`config.mk`:
```
export PLATFORM = sky130hd
export DESIGN_NAME = dc_motor_pwm_overcurrent_trip_core
export DESIGN_NICKNAME = d
export VERILOG_FILES = /design/src/hdl/dcmpt_pkg.sv /design/src/hdl/dcmpt_state.sv /design/src/hdl/dcmpt_compare.sv /design/src/hdl/dc_motor_pwm_overcurrent_trip_core.sv
export SDC_FILE = /design/constraint.sdc
export NUM_CORES = 2
export LEC_CHECK = 0
export BUFFER_PORTS_ARGS = -buffer_cell sky130_fd_sc_hd__buf_2
export CORE_MARGIN = 3
export CORE_UTILIZATION = 60
export CTS_CLUSTER_SIZE = 30
export DETAILED_ROUTE_END_ITERATION = 12
export GPL_TIMING_DRIVEN = 0
export PLACE_DENSITY = 0.77
export SLEW_MARGIN = 20
export SYNTH_ARGS = -nofsm -noshare
export SYNTH_HDL_FRONTEND = slang
export SYNTH_SLANG_ARGS = --single-unit
```
`constraint.sdc`:
```
create_clock -name clk -period 12.96 [get_ports clk]
set_clock_uncertainty 0.15 [all_clocks]
set_input_delay 0.648 -clock clk [delete_from_list [all_inputs] [get_ports clk]]
set_output_delay 0.648 -clock clk [all_outputs]
set_load 0.05 [all_outputs]
```
`src/hdl/dcmpt_pkg.sv`:
```
`timescale 1ns / 1ps

package dcmpt_pkg;

    // Sizing
    localparam int NUM_MOTORS   = 4;
    localparam int SAMPLE_BITS  = 12;
    localparam int MOTOR_IDX_W  = (NUM_MOTORS > 1) ? $clog2(NUM_MOTORS) : 1;
    localparam int MOTOR_SEL_W  = 3;
    localparam int SAMPLE_W     = 12;
    localparam int PERIOD_W     = 16;
    localparam int SPEED_REQ_W  = 16;
    localparam int SPEED_W      = 8;
    localparam int MAG_W        = 7;
    localparam int COUNT_W      = 32;
    localparam int PROD_W       = PERIOD_W + MAG_W;
    localparam int CFG_DATA_W   = 16;
    localparam int CFG_IDX_W    = 1;

    // x / 100 as (x * ceil(2^30 / 100)) >> 30, exact for x < 2^30 / 76
    localparam int RECIP_SHIFT  = 30;
    localparam int RECIP_W      = 24;
    localparam int DIV_W        = PROD_W + RECIP_W;
    localparam logic [RECIP_W-1:0] DIV100_RECIP = 24'd10737419;

    // Reset values and limits
    localparam logic [PERIOD_W-1:0]       PERIOD_RESET = 16'd8399;
    localparam logic [SAMPLE_W-1:0]       THRESH_RESET = 12'd4095;
    localparam logic signed [SPEED_W-1:0] SPEED_MAX    = 8'sd100;
    localparam logic signed [SPEED_W-1:0] SPEED_MIN    = -8'sd100;

    // Request codes
    typedef enum logic [1:0] {
        REQ_SET_SPEED   = 2'd0,
        REQ_UPDATE      = 2'd1,
        REQ_CLEAR_FLAG  = 2'd2,
        REQ_CLEAR_COUNT = 2'd3
    } req_type_t;

    // Configuration register indexes
    typedef enum logic [CFG_IDX_W-1:0] {
        CFG_PWM_PERIOD     = 1'b0,
        CFG_TRIP_THRESHOLD = 1'b1
    } cfg_reg_t;

    typedef struct packed {
        logic [1:0]                    req_type;
        logic [MOTOR_SEL_W-1:0]        motor_sel;
        logic signed [SPEED_REQ_W-1:0] speed_request;
        logic [SAMPLE_W-1:0]           current_sample_a;
        logic [SAMPLE_W-1:0]           current_sample_b;
    } in_item_t;

    typedef struct packed {
        logic [PERIOD_W-1:0]       compare_a;
        logic [PERIOD_W-1:0]       compare_b;
        logic                      compare_valid;
        logic                      id_ok;
        logic signed [SPEED_W-1:0] motor_speed;
        logic                      trip_flag;
        logic [COUNT_W-1:0]        trip_total;
    } out_item_t;

    // Result of the state update for one item
    typedef struct packed {
        logic                      compare_valid;
        logic                      id_ok;
        logic signed [SPEED_W-1:0] motor_speed;
        logic                      trip_flag;
        logic [COUNT_W-1:0]        trip_total;
        logic signed [SPEED_W-1:0] speed_a;
        logic signed [SPEED_W-1:0] speed_b;
    } step_t;

    // Keeps the low SAMPLE_BITS bits of a sample field
    function automatic logic [SAMPLE_W-1:0] sample_mask();
        logic [SAMPLE_W-1:0] m;
        for (int i = 0; i < SAMPLE_W; i++)
        begin
            m[i] = (i < SAMPLE_BITS);
        end
        return m;
    endfunction

endpackage

```
`src/hdl/dcmpt_state.sv`:
```
`timescale 1ns / 1ps

module dcmpt_state (
    input  logic                                clk,
    input  logic                                rst_n,
    input  logic                                upd_en,
    input  dcmpt_pkg::in_item_t                 item,
    input  logic [dcmpt_pkg::SAMPLE_W-1:0]      trip_threshold,
    output dcmpt_pkg::step_t                    step
);
    import dcmpt_pkg::*;

    logic signed [SPEED_W-1:0] speed_reg  [NUM_MOTORS];
    logic signed [SPEED_W-1:0] speed_next [NUM_MOTORS];
    logic [NUM_MOTORS-1:0]     flag_reg;
    logic [NUM_MOTORS-1:0]     flag_next;
    logic [COUNT_W-1:0]        count_reg  [NUM_MOTORS];
    logic [COUNT_W-1:0]        count_next [NUM_MOTORS];

    logic [MOTOR_IDX_W-1:0]    idx;
    logic                      id_ok;
    logic signed [SPEED_W-1:0] clamped;
    logic                      trip_a;
    logic                      trip_b;

    assign idx   = item.motor_sel[MOTOR_IDX_W-1:0];
    assign id_ok = ({1'b0, item.motor_sel} < (MOTOR_SEL_W + 1)'(NUM_MOTORS));

    // Clamp requested speed to +/-100 percent
    always_comb
    begin
        if (item.speed_request > 16'sd100)
            clamped = SPEED_MAX;
        else if (item.speed_request < -16'sd100)
            clamped = SPEED_MIN;
        else
            clamped = item.speed_request[SPEED_W-1:0];
    end

    // Overcurrent: sample strictly above threshold
    assign trip_a = (item.current_sample_a & sample_mask()) > trip_threshold;
    assign trip_b = (item.current_sample_b & sample_mask()) > trip_threshold;

    // Next state for this request
    always_comb
    begin
        speed_next = speed_reg;
        flag_next  = flag_reg;
        count_next = count_reg;
        case (req_type_t'(item.req_type))
            REQ_SET_SPEED:
            begin
                if (id_ok)
                    speed_next[idx] = clamped;
            end
            REQ_UPDATE:
            begin
                if (trip_a)
                begin
                    flag_next[0]  = 1'b1;
                    count_next[0] = count_reg[0] + 1'b1;
                    speed_next[0] = '0;
                end
                if (trip_b)
                begin
                    flag_next[1]  = 1'b1;
                    count_next[1] = count_reg[1] + 1'b1;
                    speed_next[1] = '0;
                end
            end
            REQ_CLEAR_FLAG:
            begin
                if (id_ok)
                    flag_next[idx] = 1'b0;
            end
            REQ_CLEAR_COUNT:
            begin
                if (id_ok)
                    count_next[idx] = '0;
            end
            default:
            begin
                speed_next = speed_reg;
            end
        endcase
    end

    // Report of the addressed motor after the update
    always_comb
    begin
        step.compare_valid = (req_type_t'(item.req_type) == REQ_UPDATE);
        step.id_ok         = id_ok;
        step.motor_speed   = id_ok ? speed_next[idx] : '0;
        step.trip_flag     = id_ok ? flag_next[idx] : 1'b0;
        step.trip_total    = id_ok ? count_next[idx] : '0;
        step.speed_a       = speed_next[0];
        step.speed_b       = speed_next[1];
    end

    // Motor state stores
    always_ff @(posedge clk or negedge rst_n)
    begin
        if (!rst_n)
        begin
            flag_reg <= '0;
            for (int i = 0; i < NUM_MOTORS; i++)
            begin
                speed_reg[i] <= '0;
                count_reg[i] <= '0;
            end
        end
        else if (upd_en)
        begin
            flag_reg   <= flag_next;
            speed_reg  <= speed_next;
            count_reg  <= count_next;
        end
    end

endmodule

```
`src/hdl/dcmpt_compare.sv`:
```
`timescale 1ns / 1ps

module dcmpt_compare (
    input  logic                              clk,
    input  logic                              load_mul,
    input  logic                              load_out,
    input  logic signed [dcmpt_pkg::SPEED_W-1:0] speed,
    input  logic [dcmpt_pkg::PERIOD_W-1:0]    period,
    input  logic                              active,
    output logic [dcmpt_pkg::PERIOD_W-1:0]    compare
);
    import dcmpt_pkg::*;

    logic                  neg;
    logic [MAG_W-1:0]      mag;
    logic [PROD_W-1:0]     prod_reg;
    logic                  neg_reg;
    logic [PERIOD_W-1:0]   period_reg;
    logic [DIV_W-1:0]      scaled;
    logic [PERIOD_W-1:0]   duty;
    logic [PERIOD_W-1:0]   compare_next;
    logic [PERIOD_W-1:0]   compare_reg;

    // Magnitude of speed, at most 100
    assign neg = speed[SPEED_W-1];
    assign mag = neg ? MAG_W'(-speed) : MAG_W'(speed);

    // Stage 2: |speed| * period
    always_ff @(posedge clk)
    begin
        if (load_mul)
        begin
            prod_reg   <= PROD_W'(mag) * PROD_W'(period);
            neg_reg    <= neg;
            period_reg <= period;
        end
    end

    // Stage 3: divide by 100 through reciprocal, reverse direction inverts duty
    assign scaled = DIV_W'(prod_reg) * DIV_W'(DIV100_RECIP);
    assign duty   = scaled[RECIP_SHIFT +: PERIOD_W];

    always_comb
    begin
        if (!active)
            compare_next = '0;
        else if (neg_reg)
            compare_next = period_reg - duty;
        else
            compare_next = duty;
    end

    always_ff @(posedge clk)
    begin
        if (load_out)
            compare_reg <= compare_next;
    end

    assign compare = compare_reg;

endmodule

```
`src/hdl/dc_motor_pwm_overcurrent_trip_core.sv`:
```
`timescale 1ns / 1ps
// Channel  | Signals                              | Transfer
// ---------+--------------------------------------+------------------------------
// request  | req_valid, req_ready, req_item       | req_valid & req_ready
// result   | rsp_valid, rsp_ready, rsp_item       | rsp_valid & rsp_ready
// config   | cfg_we, cfg_index, cfg_data          | cfg_we (no wait, no read-back)
//
// One item per cycle sustained while the result is not stalled; the result is registered
// through stages s0 to s3 after the request transfer and is offered from s3.
// Motor state is updated as an item leaves the input register; the compare path
// is two multiplier stages (|speed| * period, then the reciprocal of 100).
// Reset clears all speeds, trip flags and counts and loads the config defaults.
// Stages advance independently, so bubbles close up while the result is stalled.

module dc_motor_pwm_overcurrent_trip_core (
    input  logic                               clk,
    input  logic                               rst_n,
    input  logic                               req_valid,
    output logic                               req_ready,
    input  dcmpt_pkg::in_item_t                req_item,
    output logic                               rsp_valid,
    input  logic                               rsp_ready,
    output dcmpt_pkg::out_item_t               rsp_item,
    input  logic                               cfg_we,
    input  logic [dcmpt_pkg::CFG_IDX_W-1:0]    cfg_index,
    input  logic [dcmpt_pkg::CFG_DATA_W-1:0]   cfg_data
);
    import dcmpt_pkg::*;

    logic [PERIOD_W-1:0] pwm_period_reg;
    logic [SAMPLE_W-1:0] trip_threshold_reg;

    logic      s0_valid_reg;
    in_item_t  s0_item_reg;
    logic      s1_valid_reg;
    step_t     s1_step_reg;
    logic      s2_valid_reg;
    step_t     s2_step_reg;
    logic      s3_valid_reg;
    step_t     s3_step_reg;

    logic      rdy0;
    logic      rdy1;
    logic      rdy2;
    logic      rdy3;
    step_t     step;
    logic [PERIOD_W-1:0] cmp_a;
    logic [PERIOD_W-1:0] cmp_b;

    // Configuration registers
    always_ff @(posedge clk or negedge rst_n)
    begin
        if (!rst_n)
        begin
            pwm_period_reg     <= PERIOD_RESET;
            trip_threshold_reg <= THRESH_RESET;
        end
        else if (cfg_we)
        begin
            case (cfg_reg_t'(cfg_index))
                CFG_PWM_PERIOD:     pwm_period_reg     <= cfg_data[PERIOD_W-1:0];
                CFG_TRIP_THRESHOLD: trip_threshold_reg <= cfg_data[SAMPLE_W-1:0];
                default:            pwm_period_reg     <= pwm_period_reg;
            endcase
        end
    end

    // A stage loads when it is empty or its successor takes its contents
    assign rdy3      = !s3_valid_reg || rsp_ready;
    assign rdy2      = !s2_valid_reg || rdy3;
    assign rdy1      = !s1_valid_reg || rdy2;
    assign rdy0      = !s0_valid_reg || rdy1;
    assign req_ready = rdy0;

    // Stage valid flags
    always_ff @(posedge clk or negedge rst_n)
    begin
        if (!rst_n)
        begin
            s0_valid_reg <= 1'b0;
            s1_valid_reg <= 1'b0;
            s2_valid_reg <= 1'b0;
            s3_valid_reg <= 1'b0;
        end
        else
        begin
            if (rdy0)
                s0_valid_reg <= req_valid;
            if (rdy1)
                s1_valid_reg <= s0_valid_reg;
            if (rdy2)
                s2_valid_reg <= s1_valid_reg;
            if (rdy3)
                s3_valid_reg <= s2_valid_reg;
        end
    end

    // Stage payloads
    always_ff @(posedge clk)
    begin
        if (rdy0)
            s0_item_reg <= req_item;
        if (rdy1)
            s1_step_reg <= step;
        if (rdy2)
            s2_step_reg <= s1_step_reg;
        if (rdy3)
            s3_step_reg <= s2_step_reg;
    end

    // Motor state and trip logic
    dcmpt_state u_state (
        .clk            (clk),
        .rst_n          (rst_n),
        .upd_en         (s0_valid_reg && rdy1),
        .item           (s0_item_reg),
        .trip_threshold (trip_threshold_reg),
        .step           (step)
    );

    // Compare value paths for motors 0 and 1
    dcmpt_compare u_compare_a (
        .clk      (clk),
        .load_mul (rdy2),
        .load_out (rdy3),
        .speed    (s1_step_reg.speed_a),
        .period   (pwm_period_reg),
        .active   (s2_step_reg.compare_valid),
        .compare  (cmp_a)
    );

    dcmpt_compare u_compare_b (
        .clk      (clk),
        .load_mul (rdy2),
        .load_out (rdy3),
        .speed    (s1_step_reg.speed_b),
        .period   (pwm_period_reg),
        .active   (s2_step_reg.compare_valid),
        .compare  (cmp_b)
    );

    // Result
    assign rsp_valid              = s3_valid_reg;
    assign rsp_item.compare_a     = cmp_a;
    assign rsp_item.compare_b     = cmp_b;
    assign rsp_item.compare_valid = s3_step_reg.compare_valid;
    assign rsp_item.id_ok         = s3_step_reg.id_ok;
    assign rsp_item.motor_speed   = s3_step_reg.motor_speed;
    assign rsp_item.trip_flag     = s3_step_reg.trip_flag;
    assign rsp_item.trip_total    = s3_step_reg.trip_total;

endmodule

```
==> summary.md <==
The run finished with clean final reports. The relative max-transition margin is 33.26%, and the fraction of registers with async set/reset is 40.66%. The tools report the startpoint type of the worst setup path as a flop.

The fraction of synthesized cell area in xor and xnor cells was 3.510%. In this run, synthesis produced a sequential element count of 482. The setup TNS is 0 ns. Summing the areas of all fa, ha and maj instances in the mapped netlist gives 39.19% of the synthesized area. The count of nets left with antenna violations once routing finished came out at 0.

For this block, the via count after detailed routing is 32480. The final hold violation count was 0; the complex-gate fraction of the synthesized area was 9.132%. The synthesized cell area is 0.04641 sq mm, and the global router's overall resource usage is 27.74%.

The total setup buffers inserted after CTS is 0. TritonCTS built the clock tree. The worst-margin pin slew was 0.9907 ns; the detailed-route vias per instance was 5.694.

The worst stage delay on the critical path was 0.67 ns. The critical path ends at u_compare_b.compare[15]. The number of global-route vias before repair was 33490. Yosys printed 0 warnings. Initial antenna violation count: 0. For flop-to-flop paths, the worst setup slack is 2.87 ns. The register with the most flip-flops in the layout has 128 of them. In this run the critical register-to-register path is launched from u_compare_b.prod_reg[4].

The logs give 2522 for the initial DRC count and 0.9443 for the final estimated routing congestion in global placement. The synthesized area per cell is 10.48 sq um. On the critical path, the stage with the largest delay is an instance of sky130_fd_sc_hd__edfxtp_1. The HPWL after detailed placement is 89370 um. The signal arrival time at the worst endpoint was 10.26 ns; the number of nets at the end of the flow was 5829. In this run the clock root is driven by a sky130_fd_sc_hd__clkbuf_16. Among the stages of the critical path, the cell type that occurs most often is sky130_fd_sc_hd__fa_1.

The logs give 0.07633 sq mm for the core region area and 82 for the number of distinct library cells after synthesis. The highest fanout seen on the critical path is 8, and the H-tree depth is 2. Setup violations remaining at the end of the flow were counted as 0. The setup path with the least slack is of type flop to flop. The number of cells on the worst reg-to-reg path was 33. The floorplan step set the die height to 284.1 um. The remaining global-route overflow came out at 0. The most used flip-flop cell after synthesis was sky130_fd_sc_hd__edfxtp_1.

The synthesized netlist devotes 9.790% of its cell area to simple gates. The path class of the tightest hold or removal check is primary input to flop. The tool flagged a number of max-cap violations equal to 0.

The maximum operating frequency is 99.08 MHz, and the insertion delay to the later sink of the worst-skew pair is 0.62 ns. In this run the tool buffered the top-level ports with 143 buffer cells. The post-synthesis sequential area ratio is 29.13%.

Element type at the critical path end: a flop. The portion of synthesized area spent on multiplexers is 1.634%. The die covers 0.08072 sq mm. The growth of design area from synthesis to finish works out to 8.382%. Once the floorplan was initialized, standard cells occupied 60.80% of the core.

Fill cells in the final layout number 5885. The tools report the number of optimization iterations in the first detailed-route pass as 6. Setup repair after global routing left no endpoint under its margin. The source of the critical timing path is u_compare_b.prod_reg[4]. Number of cell rows: 101. By area, the combinational part of the netlist is dominated by adder cells.

The run gives 4430 as the synthesized netlist cell count. The number of top-level design ports was 144. The critical path data required time was 13.13 ns; the count of flip-flops with a built-in enable after synthesis was 286. In the routed design, unresolved DRC markers number 0.

The capture instance of the worst register-to-register path is u_compare_b.compare[15]. The clock passes through at most 3 buffers. The global-route wire length before repair was 178500 um; the pin count of the biggest net entering global routing was 71. The final routed wire length divided by cell count works out to 19.35 um. TritonCTS created 49 clock buffers. The width of the die was 284.1 um; the clock-pin slew on the worst setup and hold paths was 0.07 ns. The number of nets handed over by synthesis was 5625. The fraction of layout instances using a drive strength above 1 was 7.019%; the number of sinks handled by clock tree synthesis was 482. Dividing the final minimum period by the clock period gives 77.88%. The routed design has 110400 um of wire. The routed design could run at a clock period as short as 10.09 ns. The run gives 0 as the final max-slew violation count.
-- synthesized netlist by cell type, types with 30 or more instances --
master	count	area share, %
sky130_fd_sc_hd__inv_1	804	6.5
sky130_fd_sc_hd__ha_1	602	16
sky130_fd_sc_hd__fa_1	526	23
sky130_fd_sc_hd__nand2_1	411	3.3
sky130_fd_sc_hd__edfxtp_1	286	19
sky130_fd_sc_hd__dfrtp_1	177	9.5
sky130_fd_sc_hd__a21oi_1	165	1.8
sky130_fd_sc_hd__nor2_1	164	1.3
sky130_fd_sc_hd__o21ai_0	150	1.6
sky130_fd_sc_hd__xnor2_1	146	2.8
sky130_fd_sc_hd__clkbuf_1	123	0.99
sky130_fd_sc_hd__nor2b_1	89	1.2
sky130_fd_sc_hd__and2_1	88	1.2
sky130_fd_sc_hd__a22oi_1	63	1.0
sky130_fd_sc_hd__a21o_1	51	0.83
sky130_fd_sc_hd__nand3_1	48	0.52
sky130_fd_sc_hd__xor2_1	40	0.75
sky130_fd_sc_hd__nand4_1	35	0.47
sky130_fd_sc_hd__mux2_2	34	0.83
sky130_fd_sc_hd__mux2i_1	33	0.71
sky130_fd_sc_hd__a211oi_1	31	0.50
sky130_fd_sc_hd__a222oi_1	30	0.65
sky130_fd_sc_hd__nor3_1	30	0.32
-- logic make-up (layout without fill, tap and decap cells) --
family / Yosys count / in the layout
multiplexers: 69 / 69
XOR/XNOR: 186 / 186
buffers and inverters: 942 / 1185
AO/OA/AOI/OAI: 646 / 646
adder cells (fa/ha/maj): 1140 / 1140
other: 0 / 1
AND/OR/NAND/NOR: 965 / 965
flip-flops: 482 / 482
-- through the flow --
step | hold WS (ns) | setup WS (ns) | cells | instance area (sq um) | utilization (%)
floorplan | 0.2024 | 3.913 | 4430 | 46410 | -
global placement | 0.2519 | 2.979 | 5603 | 48410 | 63.43
detailed placement | 0.2545 | 2.935 | 5612 | 48650 | 63.74
CTS | 0.02495 | 2.861 | 5703 | 50290 | 65.89
global route | 0.03343 | 2.324 | 5703 | 50290 | 65.89
finish | 0.04884 | 2.867 | 5704 | 50300 | 65.90
-- final cells by class --
| cell class | instances | area, sq um | share of cell area (%) |
|---|---|---|---|
| clock inverter | 29 | 310.3 | 0.6169 |
| tap | 1030 | 1289 | 2.562 |
| clock buffer | 61 | 1324 | 2.632 |
| multi-input combinational | 3006 | 29390 | 58.44 |
| antenna | 1 | 2.502 | 0.004975 |
| timing repair buffer | 153 | 923.4 | 1.836 |
| sequential | 482 | 13520 | 26.87 |
| inverter | 805 | 3024 | 6.013 |
| buffer | 137 | 514.2 | 1.022 |
-- what timing repair did --
action | 4_1_cts | 5_1_grt
resized for setup | 0 | 0
endpoints found under the hold margin | 59 | 0
setup endpoints to repair | 0 | 0
hold buffers | 1 | 0
-- cell usage in the layout (no fill, tap or decap), drive strengths merged, types with 10 or more instances in the layout --
cell | netlist | layout
inv | 804 | 811
ha | 602 | 602
fa | 526 | 526
nand2 | 411 | 411
edfxtp | 286 | 286
clkbuf | 123 | 184
dfrtp | 177 | 177
a21oi | 166 | 166
nor2 | 166 | 166
buf | 14 | 166
o21ai | 157 | 157
xnor2 | 146 | 146
nor2b | 89 | 89
and2 | 88 | 88
a22oi | 63 | 63
a21o | 51 | 51
nand3 | 48 | 48
xor2 | 40 | 40
nand4 | 36 | 36
mux2 | 34 | 34
mux2i | 33 | 33
a211oi | 33 | 33
nor3 | 30 | 30
a222oi | 30 | 30
nand2b | 23 | 23
o21bai | 21 | 21
and3 | 21 | 21
dfstp | 19 | 19
or2 | 19 | 19
o21a | 18 | 18
o31ai | 14 | 14
maj3 | 12 | 12
or3 | 11 | 11
o211ai | 11 | 11
a31oi | 11 | 11
clkinv | 1 | 11
clkinvlp | 0 | 10
-- worst min path at each step --
stage / start / to / slack (ns) / cells after the start
6_report: req_item[9] / s0_item_reg[9] / 0.05 / 1
5_1_grt: req_item[17] / s0_item_reg[17] / 0.03 / 1
3_3_place_gp: s1_step_reg[19] / s2_step_reg[19] / 0.25 / 0
4_1_cts: req_item[9] / s0_item_reg[9] / 0.02 / 1
2_1_floorplan: rst_n / pwm_period_reg[10] / 0.20 / 0
3_5_place_dp: s2_step_reg[18] / rsp_item[2] / 0.25 / 0
-- worst max-delay path, delay by kind of cell (launching register included) --
family                   cells  cell delay, ns
adder cells (fa/ha/maj)     12            5.42
AO/OA/AOI/OAI               11            2.39
flip-flops                   1            0.67
AND/OR/NAND/NOR              4            0.49
XOR/XNOR                     1            0.25
multiplexers                 1            0.25
buffers and inverters        4            0.22
-- layer usage --
| metal | share of wire, % | global-route usage, % | vias up | wire (um) |
|---|---|---|---|---|
| met1 | 43 | 38.17 | 16090 | 47140 |
| met2 | 47 | 45.72 | 1094 | 51980 |
| li1 | - | - | 15060 | - |
| met5 | 0 | 0 | - | 0 |
| met4 | 3.4 | 9.066 | 0 | 3759 |
| met3 | 6.8 | 4.018 | 234 | 7481 |
Power is left out: the tool's default activity adds up to more than one toggle a clock period on the data nets, which glitch-free logic cannot reach.
